**src/rtl/itws_pkg.sv**
```systemverilog
// shared constants, types and helpers for the tile window split block
`timescale 1ns / 1ps

package itws_pkg;

    // fixed field widths of the request
    localparam int IDX_W      = 12;
    localparam int CNT_W      = 13;
    localparam int IN_TDATA_W = 32;

    // configuration register map
    localparam int REG_IDX_W = 4;
    localparam logic [REG_IDX_W-1:0] REG_X_BEGIN = 4'd0;
    localparam logic [REG_IDX_W-1:0] REG_X_END   = 4'd1;
    localparam logic [REG_IDX_W-1:0] REG_Y_BEGIN = 4'd2;
    localparam logic [REG_IDX_W-1:0] REG_Y_END   = 4'd3;

    // parameter defaults
    localparam int COORD_BITS_DEF = 14;
    localparam int MAX_TILES_DEF  = 4096;

    // shared unit operation
    typedef enum logic {
        OP_MUL = 1'b0,
        OP_DIV = 1'b1
    } alu_op_t;

    typedef struct packed {
        logic    start;
        alu_op_t op;
    } alu_req_t;

    // quotient bits the divider produces: enough for a coordinate or a tile row
    function automatic int quo_bits(input int coord_bits);
        return (coord_bits > IDX_W) ? coord_bits : IDX_W;
    endfunction

endpackage

```
**src/rtl/itws_muldiv.sv**
```systemverilog
// shared multiply and restoring divide unit
`timescale 1ns / 1ps

module itws_muldiv #(
    parameter int COORD_BITS = itws_pkg::COORD_BITS_DEF
) (
    input  logic                                   clk,
    input  logic                                   rst_n,
    input  itws_pkg::alu_req_t                     req,
    input  logic [COORD_BITS+itws_pkg::CNT_W-1:0]  opa,
    input  logic [itws_pkg::CNT_W-1:0]             opb,
    output logic                                   done,
    output logic [COORD_BITS+itws_pkg::CNT_W-1:0]  result,
    output logic [itws_pkg::CNT_W-1:0]             remainder
);
    import itws_pkg::*;

    localparam int DW = COORD_BITS + CNT_W;
    localparam int QB = quo_bits(COORD_BITS);
    localparam int CW = $clog2(QB + 1);

    logic          busy_reg, busy_next;
    logic          done_reg, done_next;
    logic          div_reg, div_next;
    logic [CW-1:0] cnt_reg, cnt_next;
    logic [CNT_W-1:0] rem_reg, rem_next;
    logic [CNT_W-1:0] dvs_reg, dvs_next;
    logic [DW-1:0]    lo_reg, lo_next;

    logic [DW-1:0]    prod;
    logic [CNT_W:0]   trial;
    logic [CNT_W:0]   diff;
    logic             ge;

    assign prod  = DW'(opa[COORD_BITS-1:0]) * DW'(opb);
    assign trial = {rem_reg, lo_reg[QB-1]};
    assign diff  = trial - {1'b0, dvs_reg};
    assign ge    = (trial >= {1'b0, dvs_reg});

    always_comb
    begin
        busy_next = busy_reg;
        done_next = 1'b0;
        div_next  = div_reg;
        cnt_next  = cnt_reg;
        rem_next  = rem_reg;
        dvs_next  = dvs_reg;
        lo_next   = lo_reg;
        if (req.start)
        begin
            if (req.op == OP_MUL)
            begin
                lo_next   = prod;
                div_next  = 1'b0;
                done_next = 1'b1;
            end
            else
            begin
                // high part is below the divisor, so QB steps give the full quotient
                rem_next  = CNT_W'(opa >> QB);
                lo_next   = DW'(opa[QB-1:0]);
                dvs_next  = opb;
                div_next  = 1'b1;
                cnt_next  = CW'(QB);
                busy_next = 1'b1;
            end
        end
        else if (busy_reg)
        begin
            rem_next = ge ? CNT_W'(diff) : CNT_W'(trial);
            lo_next  = DW'({lo_reg[QB-2:0], ge});
            cnt_next = cnt_reg - CW'(1);
            if (cnt_reg == CW'(1))
            begin
                busy_next = 1'b0;
                done_next = 1'b1;
            end
        end
    end

    always_ff @(posedge clk or negedge rst_n)
    begin
        if (!rst_n)
        begin
            busy_reg <= 1'b0;
            done_reg <= 1'b0;
            div_reg  <= 1'b0;
            cnt_reg  <= '0;
        end
        else
        begin
            busy_reg <= busy_next;
            done_reg <= done_next;
            div_reg  <= div_next;
            cnt_reg  <= cnt_next;
        end
    end

    always_ff @(posedge clk)
    begin
        rem_reg <= rem_next;
        dvs_reg <= dvs_next;
        lo_reg  <= lo_next;
    end

    assign done      = done_reg;
    assign result    = lo_reg;
    assign remainder = rem_reg;

    // a new operation is never issued over a running division
    a_no_restart: assert property (@(posedge clk) disable iff (!rst_n)
        req.start |-> !busy_reg)
        else $error("muldiv started while busy");

    // a finished division leaves a remainder below the divisor
    a_rem_range: assert property (@(posedge clk) disable iff (!rst_n)
        (done_reg && div_reg) |-> (rem_reg < dvs_reg))
        else $error("remainder not below divisor");

    // busy always has steps left to run
    a_busy_cnt: assert property (@(posedge clk) disable iff (!rst_n)
        busy_reg |-> (cnt_reg != '0))
        else $error("busy with zero step count");

endmodule

```
**src/rtl/image_tile_window_split_top.sv**
```systemverilog
// top level of the tile window split block: registers, sequencer and stream ports
`timescale 1ns / 1ps

// usage
//   cfg_valid/cfg_ready/cfg_index/cfg_data write the window registers
//   (0 x begin, 1 x end, 2 y begin, 3 y end); cfg_ready is always high,
//   unknown indexes are dropped. write only while the block is idle
//   s_* carries one request (tile index, tile count) per transfer
//   m_* returns one result per request: four tile bounds and an error flag
// timing
//   a bad request (zero count, index not below count, count above MAX_TILES,
//   inverted window) skips the arithmetic and goes straight to the output state
//   a good request runs a multiply, s (0..12) column halvings and a divide for
//   row and column, then a multiply and a divide per bound. the shared
//   multiply/divide unit runs five divisions of Q = max(COORD_BITS, 12)
//   quotient bits, one quotient bit a cycle
//   one request is in flight at a time; s_tready is high only when idle, so
//   the next transfer is taken in the cycle the result appears at the earliest
// reset
//   clears the window registers to zero, the sequencer to idle, m_tvalid low
// stall
//   the result sits in the output register until taken; the next request may
//   be accepted meanwhile but waits for that register before it is written

module image_tile_window_split_top #(
    parameter int COORD_BITS = itws_pkg::COORD_BITS_DEF,
    parameter int MAX_TILES  = itws_pkg::MAX_TILES_DEF
) (
    input  logic                                 clk,
    input  logic                                 rst_n,
    // configuration write channel
    input  logic                                 cfg_valid,
    output logic                                 cfg_ready,
    input  logic [itws_pkg::REG_IDX_W-1:0]       cfg_index,
    input  logic [COORD_BITS-1:0]                cfg_data,
    // request stream
    input  logic                                 s_tvalid,
    output logic                                 s_tready,
    input  logic [itws_pkg::IN_TDATA_W-1:0]      s_tdata,   // tile_index, tile_count, zero pad
    // result stream
    output logic                                 m_tvalid,
    input  logic                                 m_tready,
    output logic [((4*COORD_BITS+8)/8)*8-1:0]    m_tdata    // tile_x_begin, tile_x_end,
                                                            // tile_y_begin, tile_y_end,
                                                            // bad_request, zero pad
);
    import itws_pkg::*;

    localparam int DW    = COORD_BITS + CNT_W;      // product / dividend width
    localparam int AW    = COORD_BITS + 1 + CNT_W;  // aspect compare width
    localparam int OUT_W = ((4 * COORD_BITS + 8) / 8) * 8;
    localparam int CMP_W = 32;

    typedef enum logic [6:0] {
        S_IDLE = 7'b000_0001,
        S_MULB = 7'b000_0010,
        S_LOOP = 7'b000_0100,
        S_DIVI = 7'b000_1000,
        S_MULK = 7'b001_0000,
        S_DIVK = 7'b010_0000,
        S_OUT  = 7'b100_0000
    } state_t;

    state_t state_reg, state_next;

    // window registers
    logic [COORD_BITS-1:0] xb_reg, xb_next;
    logic [COORD_BITS-1:0] xe_reg, xe_next;
    logic [COORD_BITS-1:0] yb_reg, yb_next;
    logic [COORD_BITS-1:0] ye_reg, ye_next;

    // per-request working registers
    logic [IDX_W-1:0]      idx_reg, idx_next;
    logic [CNT_W-1:0]      nx_reg, nx_next;
    logic [CNT_W-1:0]      ny_reg, ny_next;
    logic [CNT_W-1:0]      col_reg, col_next;
    logic [CNT_W-1:0]      row_reg, row_next;
    logic [COORD_BITS-1:0] dx_reg, dx_next;
    logic [COORD_BITS-1:0] dy_reg, dy_next;
    logic [AW-1:0]         a_reg, a_next;       // 2*dx*ny
    logic [AW-1:0]         b_reg, b_next;       // dy*nx, later the bound product
    logic [1:0]            sel_reg, sel_next;   // bound being worked on
    logic                  pend_reg, pend_next;
    logic                  bad_reg, bad_next;
    logic [COORD_BITS-1:0] res_reg [4];
    logic [COORD_BITS-1:0] res_next [4];

    // output register
    logic                  m_tvalid_reg, m_tvalid_next;
    logic [OUT_W-1:0]      m_tdata_reg, m_tdata_next;

    // request fields and checks
    logic [IDX_W-1:0]      idx_in;
    logic [CNT_W-1:0]      cnt_in;
    logic [COORD_BITS-1:0] dx_in;
    logic [COORD_BITS-1:0] dy_in;
    logic                  bad_in;

    // shared unit hookup
    alu_req_t              alu_req;
    logic [DW-1:0]         alu_opa;
    logic [CNT_W-1:0]      alu_opb;
    logic                  alu_done;
    logic [DW-1:0]         alu_result;
    logic [CNT_W-1:0]      alu_rem;

    // current bound selection
    logic [CNT_W-1:0]      k_sel;
    logic [CNT_W-1:0]      n_sel;
    logic [COORD_BITS-1:0] ext_sel;
    logic [COORD_BITS-1:0] begin_sel;
    logic                  unit_wait;

    assign idx_in = s_tdata[IDX_W-1:0];
    assign cnt_in = s_tdata[IDX_W +: CNT_W];
    assign dx_in  = xe_reg - xb_reg;
    assign dy_in  = ye_reg - yb_reg;
    assign bad_in = (cnt_in == '0)
                 || (CNT_W'(idx_in) >= cnt_in)
                 || (CMP_W'(cnt_in) > CMP_W'(MAX_TILES))
                 || (xe_reg < xb_reg)
                 || (ye_reg < yb_reg);

    // sel[1] picks rows over columns, sel[0] picks the far edge
    assign k_sel     = (sel_reg[1] ? row_reg : col_reg) + CNT_W'(sel_reg[0]);
    assign n_sel     = sel_reg[1] ? ny_reg : nx_reg;
    assign ext_sel   = sel_reg[1] ? dy_reg : dx_reg;
    assign begin_sel = sel_reg[1] ? yb_reg : xb_reg;

    assign unit_wait = (state_reg == S_MULB) || (state_reg == S_DIVI)
                    || (state_reg == S_MULK) || (state_reg == S_DIVK);

    always_comb
    begin
        alu_req.start = unit_wait && !pend_reg;
        case (state_reg)
            S_MULB:
            begin
                alu_req.op = OP_MUL;
                alu_opa    = DW'(dy_reg);
                alu_opb    = nx_reg;
            end
            S_DIVI:
            begin
                alu_req.op = OP_DIV;
                alu_opa    = DW'(idx_reg);
                alu_opb    = nx_reg;
            end
            S_MULK:
            begin
                alu_req.op = OP_MUL;
                alu_opa    = DW'(ext_sel);
                alu_opb    = k_sel;
            end
            S_DIVK:
            begin
                alu_req.op = OP_DIV;
                alu_opa    = DW'(b_reg);
                alu_opb    = n_sel;
            end
            default:
            begin
                alu_req.op = OP_MUL;
                alu_opa    = '0;
                alu_opb    = '0;
            end
        endcase
    end

    itws_muldiv #(
        .COORD_BITS (COORD_BITS)
    ) u_muldiv (
        .clk       (clk),
        .rst_n     (rst_n),
        .req       (alu_req),
        .opa       (alu_opa),
        .opb       (alu_opb),
        .done      (alu_done),
        .result    (alu_result),
        .remainder (alu_rem)
    );

    always_comb
    begin
        state_next    = state_reg;
        xb_next       = xb_reg;
        xe_next       = xe_reg;
        yb_next       = yb_reg;
        ye_next       = ye_reg;
        idx_next      = idx_reg;
        nx_next       = nx_reg;
        ny_next       = ny_reg;
        col_next      = col_reg;
        row_next      = row_reg;
        dx_next       = dx_reg;
        dy_next       = dy_reg;
        a_next        = a_reg;
        b_next        = b_reg;
        sel_next      = sel_reg;
        bad_next      = bad_reg;
        res_next      = res_reg;
        m_tvalid_next = m_tvalid_reg;
        m_tdata_next  = m_tdata_reg;

        // unit handshake: one start per wait state, cleared on completion
        pend_next = pend_reg;
        if (alu_req.start)
        begin
            pend_next = 1'b1;
        end
        if (alu_done)
        begin
            pend_next = 1'b0;
        end

        // output register drains independently of the sequencer
        if (m_tvalid_reg && m_tready)
        begin
            m_tvalid_next = 1'b0;
        end

        // window register writes
        if (cfg_valid)
        begin
            case (cfg_index)
                REG_X_BEGIN: xb_next = cfg_data;
                REG_X_END:   xe_next = cfg_data;
                REG_Y_BEGIN: yb_next = cfg_data;
                REG_Y_END:   ye_next = cfg_data;
                default: ;
            endcase
        end

        case (state_reg)
            S_IDLE:
            begin
                if (s_tvalid)
                begin
                    idx_next = idx_in;
                    nx_next  = cnt_in;
                    ny_next  = CNT_W'(1);
                    dx_next  = dx_in;
                    dy_next  = dy_in;
                    a_next   = AW'({dx_in, 1'b0});
                    sel_next = 2'd0;
                    bad_next = bad_in;
                    if (bad_in)
                    begin
                        for (int i = 0; i < 4; i++)
                        begin
                            res_next[i] = '0;
                        end
                        state_next = S_OUT;
                    end
                    else
                    begin
                        state_next = S_MULB;
                    end
                end
            end
            S_MULB:
            begin
                if (alu_done)
                begin
                    b_next     = AW'(alu_result);
                    state_next = S_LOOP;
                end
            end
            S_LOOP:
            begin
                // halve columns while even and the tiles are too narrow
                if (!nx_reg[0] && (a_reg < b_reg))
                begin
                    nx_next = nx_reg >> 1;
                    ny_next = ny_reg << 1;
                    a_next  = a_reg << 1;
                    b_next  = b_reg >> 1;
                end
                else
                begin
                    state_next = S_DIVI;
                end
            end
            S_DIVI:
            begin
                if (alu_done)
                begin
                    row_next   = CNT_W'(alu_result);
                    col_next   = alu_rem;
                    state_next = S_MULK;
                end
            end
            S_MULK:
            begin
                if (alu_done)
                begin
                    b_next     = AW'(alu_result);
                    state_next = S_DIVK;
                end
            end
            S_DIVK:
            begin
                if (alu_done)
                begin
                    res_next[sel_reg] = begin_sel + COORD_BITS'(alu_result);
                    if (sel_reg == 2'd3)
                    begin
                        state_next = S_OUT;
                    end
                    else
                    begin
                        sel_next   = sel_reg + 2'd1;
                        state_next = S_MULK;
                    end
                end
            end
            S_OUT:
            begin
                if (!m_tvalid_reg || m_tready)
                begin
                    m_tvalid_next = 1'b1;
                    m_tdata_next  = OUT_W'({bad_reg, res_reg[3], res_reg[2],
                                            res_reg[1], res_reg[0]});
                    state_next    = S_IDLE;
                end
            end
            default:
            begin
                state_next = S_IDLE;
            end
        endcase
    end

    always_ff @(posedge clk or negedge rst_n)
    begin
        if (!rst_n)
        begin
            state_reg    <= S_IDLE;
            xb_reg       <= '0;
            xe_reg       <= '0;
            yb_reg       <= '0;
            ye_reg       <= '0;
            pend_reg     <= 1'b0;
            m_tvalid_reg <= 1'b0;
        end
        else
        begin
            state_reg    <= state_next;
            xb_reg       <= xb_next;
            xe_reg       <= xe_next;
            yb_reg       <= yb_next;
            ye_reg       <= ye_next;
            pend_reg     <= pend_next;
            m_tvalid_reg <= m_tvalid_next;
        end
    end

    always_ff @(posedge clk)
    begin
        idx_reg     <= idx_next;
        nx_reg      <= nx_next;
        ny_reg      <= ny_next;
        col_reg     <= col_next;
        row_reg     <= row_next;
        dx_reg      <= dx_next;
        dy_reg      <= dy_next;
        a_reg       <= a_next;
        b_reg       <= b_next;
        sel_reg     <= sel_next;
        bad_reg     <= bad_next;
        res_reg     <= res_next;
        m_tdata_reg <= m_tdata_next;
    end

    assign cfg_ready = 1'b1;
    assign s_tready  = (state_reg == S_IDLE);
    assign m_tvalid  = m_tvalid_reg;
    assign m_tdata   = m_tdata_reg;

    // the shared unit only finishes while the sequencer waits on it
    a_done_in_wait: assert property (@(posedge clk) disable iff (!rst_n)
        alu_done |-> unit_wait)
        else $error("muldiv completion outside a wait state");

    // column count never reaches zero during the halving loop
    a_nx_nonzero: assert property (@(posedge clk) disable iff (!rst_n)
        (state_reg == S_LOOP) |-> (nx_reg != '0))
        else $error("column count zero in halving loop");

    // a rejected request carries all-zero bounds
    a_bad_zero: assert property (@(posedge clk) disable iff (!rst_n)
        (m_tvalid_reg && m_tdata_reg[4*COORD_BITS])
            |-> (m_tdata_reg[4*COORD_BITS-1:0] == '0))
        else $error("bad request with non-zero bounds");

    // a served tile never has its far edge before its near edge
    a_bounds_order: assert property (@(posedge clk) disable iff (!rst_n)
        (m_tvalid_reg && !m_tdata_reg[4*COORD_BITS])
            |-> ((m_tdata_reg[COORD_BITS-1:0] <= m_tdata_reg[2*COORD_BITS-1:COORD_BITS])
              && (m_tdata_reg[3*COORD_BITS-1:2*COORD_BITS]
                  <= m_tdata_reg[4*COORD_BITS-1:3*COORD_BITS])))
        else $error("tile bounds out of order");

endmodule
```
**config.mk**
```make
export PLATFORM = sky130hd
export DESIGN_NAME = image_tile_window_split_top
export DESIGN_NICKNAME = d
export VERILOG_FILES = /design/src/rtl/itws_pkg.sv /design/src/rtl/itws_muldiv.sv /design/src/rtl/image_tile_window_split_top.sv
export SDC_FILE = /design/constraint.sdc
export NUM_CORES = 1
export LEC_CHECK = 0
export ABC_AREA = 1
export ABC_CLOCK_PERIOD_IN_PS = 10700
export BUFFER_PORTS_ARGS = -buffer_cell sky130_fd_sc_hd__buf_2
export CAP_MARGIN = 30
export CORE_MARGIN = 1
export CORE_UTILIZATION = 68
export DETAILED_ROUTE_END_ITERATION = 10
export PLACE_DENSITY = 0.89
export SYNTH_ARGS = -nofsm -noshare
export SYNTH_HDL_FRONTEND = slang
export SYNTH_HIERARCHICAL = 1
export SYNTH_SLANG_ARGS = --single-unit
export TNS_END_PERCENT = 50
```
**constraint.sdc**
```tcl
create_clock -name clk -period 10.7 [get_ports clk]
set_input_delay 1.07 -clock clk [delete_from_list [all_inputs] [get_ports clk]]
set_output_delay 1.07 -clock clk [all_outputs]
set_load 0.1 [all_outputs]
```
==> results.toml, run 1 <==
[run_status]
status = "completed"

[cells_and_area]
largest_register_ffs = 57
areaGrowthSynthToFinish_pct = 9.28
layout_commonest_cell = "nand2_1"
stdcell_count = 3767
drive_gt1_frac = 0.0916
nFillCells = 2538
final_cell_mix = "nand2_1, inv_1, edfxtp_1"
layout.nets = 3574

[clock_network]
numCtsBuffers = 41
clockBufferDepth = 3
cts_resized = 0
cts.sink_count = 386
cts.clk_slew.worst_paths_ps = 60
cts_tree = "done"
cts.htree.levels = 2
insertion_delay_ps = 590
cts_setup_buffers = 0
cts_root_buffer = "clkbuf_16"
cts_hold_buf = 0

[yosys]
seq_area_frac_synth = 0.419
async_flop_share = 0.184
syn_area_um2 = 26800
syn_avg_cell_area_um2 = 8.61
ys_ff_latch = 386
synthCells = 3118
synth_edf_count = 315
ys_warn_count = 6
synth_cell_types = 65
synth_flop_cell = "edfxtp_1"

[power_and_ir_drop]
power_density_nw_per_um2 = 185
p_int_w = 0.00335
seqPwrFrac = 0.412
p_leak_nw = 14.6
p_comb_frac = 0.312
pwr-share-clk = 0.276
peakVddDrop_uv = 169
switching_power_w = 0.00208
sw_frac_of_total = 0.383
finalPower_w = 0.00543

[timing]
final-hold-violation-count = 0
setup_tns_ps = 0
fmaxAchievable_mhz = 131
timing.final.crit_share = 0.714
setup_viol_count_final = 0
finalCriticalPeriod_ps = 7630
max-slew-margin-rel = 0.301
tightest_slew_ps = 1050
worst_hold_slack_ps = 406
maxSlewViolCount = 0
rsz0062_at_grt = "no"
fin_ws_ps = 3070
skew_ps = 27.8

[routing]
routed_wl_um = 73000
wire_per_inst_um = 19.4
num_vias = 22300
drtIter0Drc = 2562
drtPass1Iterations = 6
drc = 0
ant_nets = 0
vias_per_cell = 5.91

[worst_setup_path]
r2r-end = "u_muldiv/result[20]"
worstPathRequired_ps = 11020
worstPathMaxFanout = 41
reg2reg_slack_ps = 3070
worstSetupStartpointType = "flop"
worstSetupEndpointType = "flop"
path_common_cell = "fa_1"
arrival_ps = 7960
rr_worst_depth = 25
r2r_start = "state_reg[3]"
slowest_stage = "a31o_1"
slowest_delay_ps = 800
worstSetupPathType = "flop to flop"

[placement]
place_congestion = 0.941
portBuffers = 106
place_ws_ps = 3310
dp.cells = 3683
place_hpwl_um = 51600

[floorplan]
ios = 122
coreArea_um2 = 38800
dieArea_um2 = 40300
die_h_um = 201
rows = 72
die_w_um = 201
start_util = 0.691

[grt]
grt_first_pass_wirelength_um = 115000
antenna_found_initial = 6
grt_pass1_vias = 22600
grt-ovfl-total = 0
grt.total_usage = 0.365
grt_max_degree = 72

[worst_hold_path]
hold_path.class = "primary input to asynchronous set/reset pin"

[run]
maxCapViolations = 0
## kinds of logic after synthesis
group,count (synthesis),share of synthesized area
adder cells (fa/ha/maj),308,0.182
multiplexers,5,0.00186
other,2,0.000280
AND/OR/NAND/NOR,1239,0.194
flip-flops,386,0.419
AO/OA/AOI/OAI,388,0.0802
buffers and inverters,745,0.109
XOR/XNOR,45,0.0147
## power groups by stage
stage	registers [W]	clock network, W	logic [W]
final	0.00224	0.00150	0.00169
after global routing	0.00225	0.00155	0.00181
after CTS	0.00223	0.00150	0.00165
after detailed placement	0.00225	0	0.00163
after global placement	0.00223	0	0.00154
after floorplan	0.00253	0	0.000896
## worst max-delay path: cells and delay by family, from the launching register on
| family | cells | cell delay (ps) |
|---|---|---|
| fa+ha+maj | 6 | 2920 |
| simple gates | 10 | 1580 |
| compound gates | 3 | 1360 |
| buf+inv | 6 | 1070 |
| flops | 1 | 440 |
## final cells by class
| class | instances | area [um2] | share of cell area |
|---|---|---|---|
| multi-input combinational | 1993 | 12700 | 0.435 |
| antenna | 6 | 15.0 | 0.000512 |
| clock inverter | 15 | 199 | 0.00678 |
| timing repair buffer | 138 | 841 | 0.0287 |
| inverter | 651 | 2440 | 0.0834 |
| tap | 518 | 648 | 0.0221 |
| clock buffer | 60 | 1200 | 0.0409 |
| sequential | 386 | 11200 | 0.383 |
## cell usage after synthesis (4+ instances only)
cell / number / area share
a31oi_1: 12 / 0.0028
nand4_1: 24 / 0.0056
edfxtp_1: 315 / 0.35
clkbuf_1: 60 / 0.0084
a21oi_1: 105 / 0.020
o21bai_1: 7 / 0.0020
or2_2: 6 / 0.0014
nand3b_1: 5 / 0.0014
o21a_1: 4 / 0.0011
mux2i_1: 5 / 0.0019
nor3_1: 13 / 0.0024
nand3_1: 96 / 0.018
o21ai_1: 23 / 0.0043
xnor2_1: 20 / 0.0065
xor2_1: 25 / 0.0082
nor2_1: 214 / 0.030
fa_1: 136 / 0.10
buf_2: 16 / 0.0030
a21o_1: 6 / 0.0017
nor2_4: 5 / 0.0021
dfrtp_1: 70 / 0.065
buf_4: 10 / 0.0028
a22o_1: 7 / 0.0023
inv_1: 627 / 0.088
nand2_2: 25 / 0.0058
nor3_2: 4 / 0.0015
buf_6: 5 / 0.0021
inv_2: 22 / 0.0031
and2_1: 5 / 0.0012
o21ai_0: 188 / 0.035
nand3_2: 10 / 0.0037
nand2_1: 812 / 0.11
nor2_2: 5 / 0.0012
o211ai_1: 10 / 0.0028
ha_1: 172 / 0.080
## worst max-delay path by stage
stage | start | end | slack [ps] | cells past startpoint
final | state_reg[3] | u_muldiv/result[20] | 3070 | 25
after global placement | state_reg[3] | u_muldiv/result[26] | 3560 | 26
after detailed placement | state_reg[1] | u_muldiv/result[21] | 3310 | 25
after global routing | state_reg[0] | u_muldiv/result[19] | 2760 | 30
after CTS | state_reg[3] | u_muldiv/result[20] | 3240 | 25
after floorplan | sel_reg[1] | u_muldiv/result[25] | 3870 | 32
## metrics by stage
| step | utilization | area (um2) |
|---|---|---|
| after floorplan | - | 26900 |
| after global placement | 0.716 | 27800 |
| after detailed placement | 0.717 | 27900 |
| after CTS | 0.754 | 29300 |
| after global routing | 0.755 | 29300 |
| final | 0.755 | 29300 |
## routing by layer
metal | vias up | wire length, um | GRT usage
li1 | 10000 | - | -
met1 | 10400 | 26500 | 0.455
met2 | 1491 | 34500 | 0.602
met3 | 316 | 8270 | 0.0799
met4 | 2 | 3660 | 0.187
met5 | - | 13 | 0
(Power assumes the default switching activity.)
==> inputs of run 2 (changes only) <==
- ABC_CLOCK_PERIOD_IN_PS: 10700 -> 8000
- CORE_UTILIZATION: 68 -> 63
- PLACE_DENSITY: 0.89 -> 0.83
- clock period: 10.7 -> 8 ns (I/O delays scaled with it)
==> results.toml, run 2 (synthesis results as in run 1) <==
[timing]
fmaxAchievable_mhz = 139
timing.final.crit_share = 0.900
setup_tns_ps = 0
setup_viol_count_final = 0
maxSlewViolCount = 0
finalCriticalPeriod_ps = 7200
final-hold-violation-count = 0
max-slew-margin-rel = 0.326
skew_ps = 36.5
rsz0062_at_grt = "no"
tightest_slew_ps = 1010

[routing]
drtPass1Iterations = 8
vias_per_cell = 5.69
ant_nets = 0
wire_per_inst_um = 18.4
num_vias = 21600
drtIter0Drc = 2581
routed_wl_um = 69600
drc = 0

[floorplan]
coreArea_um2 = 41900
rows = 75
dieArea_um2 = 43400
start_util = 0.640
ios = 122
die_h_um = 208
die_w_um = 208

[power_and_ir_drop]
finalPower_w = 0.00722
pwr-share-clk = 0.281
sw_frac_of_total = 0.377
seqPwrFrac = 0.413
p_leak_nw = 14.7
p_int_w = 0.00450
p_comb_frac = 0.306
switching_power_w = 0.00272
peakVddDrop_uv = 231
power_density_nw_per_um2 = 245

[cells_and_area]
areaGrowthSynthToFinish_pct = 9.57
drive_gt1_frac = 0.0942
layout_commonest_cell = "nand2_1"
nFillCells = 3091
largest_register_ffs = 57
layout.nets = 3580
final_cell_mix = "nand2_1, inv_1, edfxtp_1"

[worst_setup_path]
worstPathRequired_ps = 8340
slowest_stage = "buf_4"
worstSetupEndpointType = "flop"
arrival_ps = 7550
rr_worst_depth = 29
worstSetupPathType = "flop to flop"
reg2reg_slack_ps = 800
path_common_cell = "nand2_1"
worstPathMaxFanout = 60
worstSetupStartpointType = "flop"
slowest_delay_ps = 630

[placement]
place_congestion = 0.971
portBuffers = 106
place_hpwl_um = 51100

[clock_network]
cts.clk_slew.worst_paths_ps = 70
cts.sink_count = 386
clockBufferDepth = 3
cts.htree.levels = 2
cts_root_buffer = "clkbuf_16"
cts_resized = 0
cts_tree = "done"
insertion_delay_ps = 590
cts_setup_buffers = 0
cts_hold_buf = 0
numCtsBuffers = 42

[grt]
grt.total_usage = 0.325
grt_pass1_vias = 21400
grt_first_pass_wirelength_um = 110000
grt_max_degree = 72
grt-ovfl-total = 0
antenna_found_initial = 3

[run_status]
status = "completed"

[run]
maxCapViolations = 0

[worst_hold_path]
hold_path.class = "primary input to asynchronous set/reset pin"
run 2: cell types whose count changed in the layout (fill, tap and decap cells not counted), moves of 2 or more:
| cell | before | now |
|---|---|---|
| buf_4 | 27 | 33 |
| clkbuf_1 | 11 | 7 |
| clkinv_2 | 5 | 9 |
| clkbuf_8 | 6 | 3 |
| diode_2 | 6 | 3 |
| buf_8 | 3 | 1 |
| bufinv_16 | 4 | 6 |
| inv_6 | 0 | 2 |
run 2: through the flow:
stage / util / hold slack [ps] / worst slack, ps / cell area, um2 / std cells
detailed placement: 0.666 / 419 / 948 / 27900 / 3711
global route: 0.701 / 393 / 446 / 29400 / 3791
CTS: 0.701 / 377 / 926 / 29400 / 3787
global placement: 0.664 / 404 / 1090 / 27900 / 3707
floorplan: - / 400 / 1170 / 26900 / 3124
finish: 0.701 / 381 / 798 / 29400 / 3791
run 2: path summary, 6_finish.rpt:
check / startpoint / to
max: sel_reg[1] / u_muldiv/result[23]
min: rst_n / u_muldiv/cnt_reg[0]
max reg2reg: sel_reg[1] / u_muldiv/result[23]
min reg2reg: bad_reg / m_tdata[56]
max in group asynchronous: rst_n / xe_reg[6]
min in group clk: s_tdata[7] / idx_reg[7]
run 2: power groups by stage:
stage          clock network, W  logic, W  registers (W)
2_1_floorplan                 0   0.00120        0.00338
3_3_place_gp                  0   0.00207        0.00299
3_5_place_dp                  0   0.00216        0.00300
4_1_cts                 0.00205   0.00218        0.00297
5_1_grt                 0.00213   0.00240        0.00301
6_report                0.00203   0.00221        0.00298
run 2: cell type report:
cell class | count | area, um2 | share of cell area
flip-flops and latches | 386 | 11200 | 0.382
well taps | 539 | 674 | 0.0229
clock buffers | 52 | 1120 | 0.0380
inverters | 651 | 2440 | 0.0831
multi-input cells | 1993 | 12700 | 0.433
repair buffers | 143 | 867 | 0.0295
clock inverters | 24 | 318 | 0.0108
diodes | 3 | 7.51 | 0.000255
run 2: metal layers:
| layer | vias up | wire length (um) | GRT usage |
|---|---|---|---|
| li1 | 10000 | - | - |
| met1 | 10200 | 27300 | 0.428 |
| met2 | 1108 | 32700 | 0.533 |
| met3 | 204 | 6810 | 0.0542 |
| met4 | 0 | 2690 | 0.137 |
| met5 | - | 0 | 0 |
run 2: critical path: cells and delay by family (launching register included):
kind	cells	cell delay (ps)
adder cells (fa/ha/maj)	6	2850
AND/OR/NAND/NOR	18	2720
buffers and inverters	5	880
flip-flops	1	480
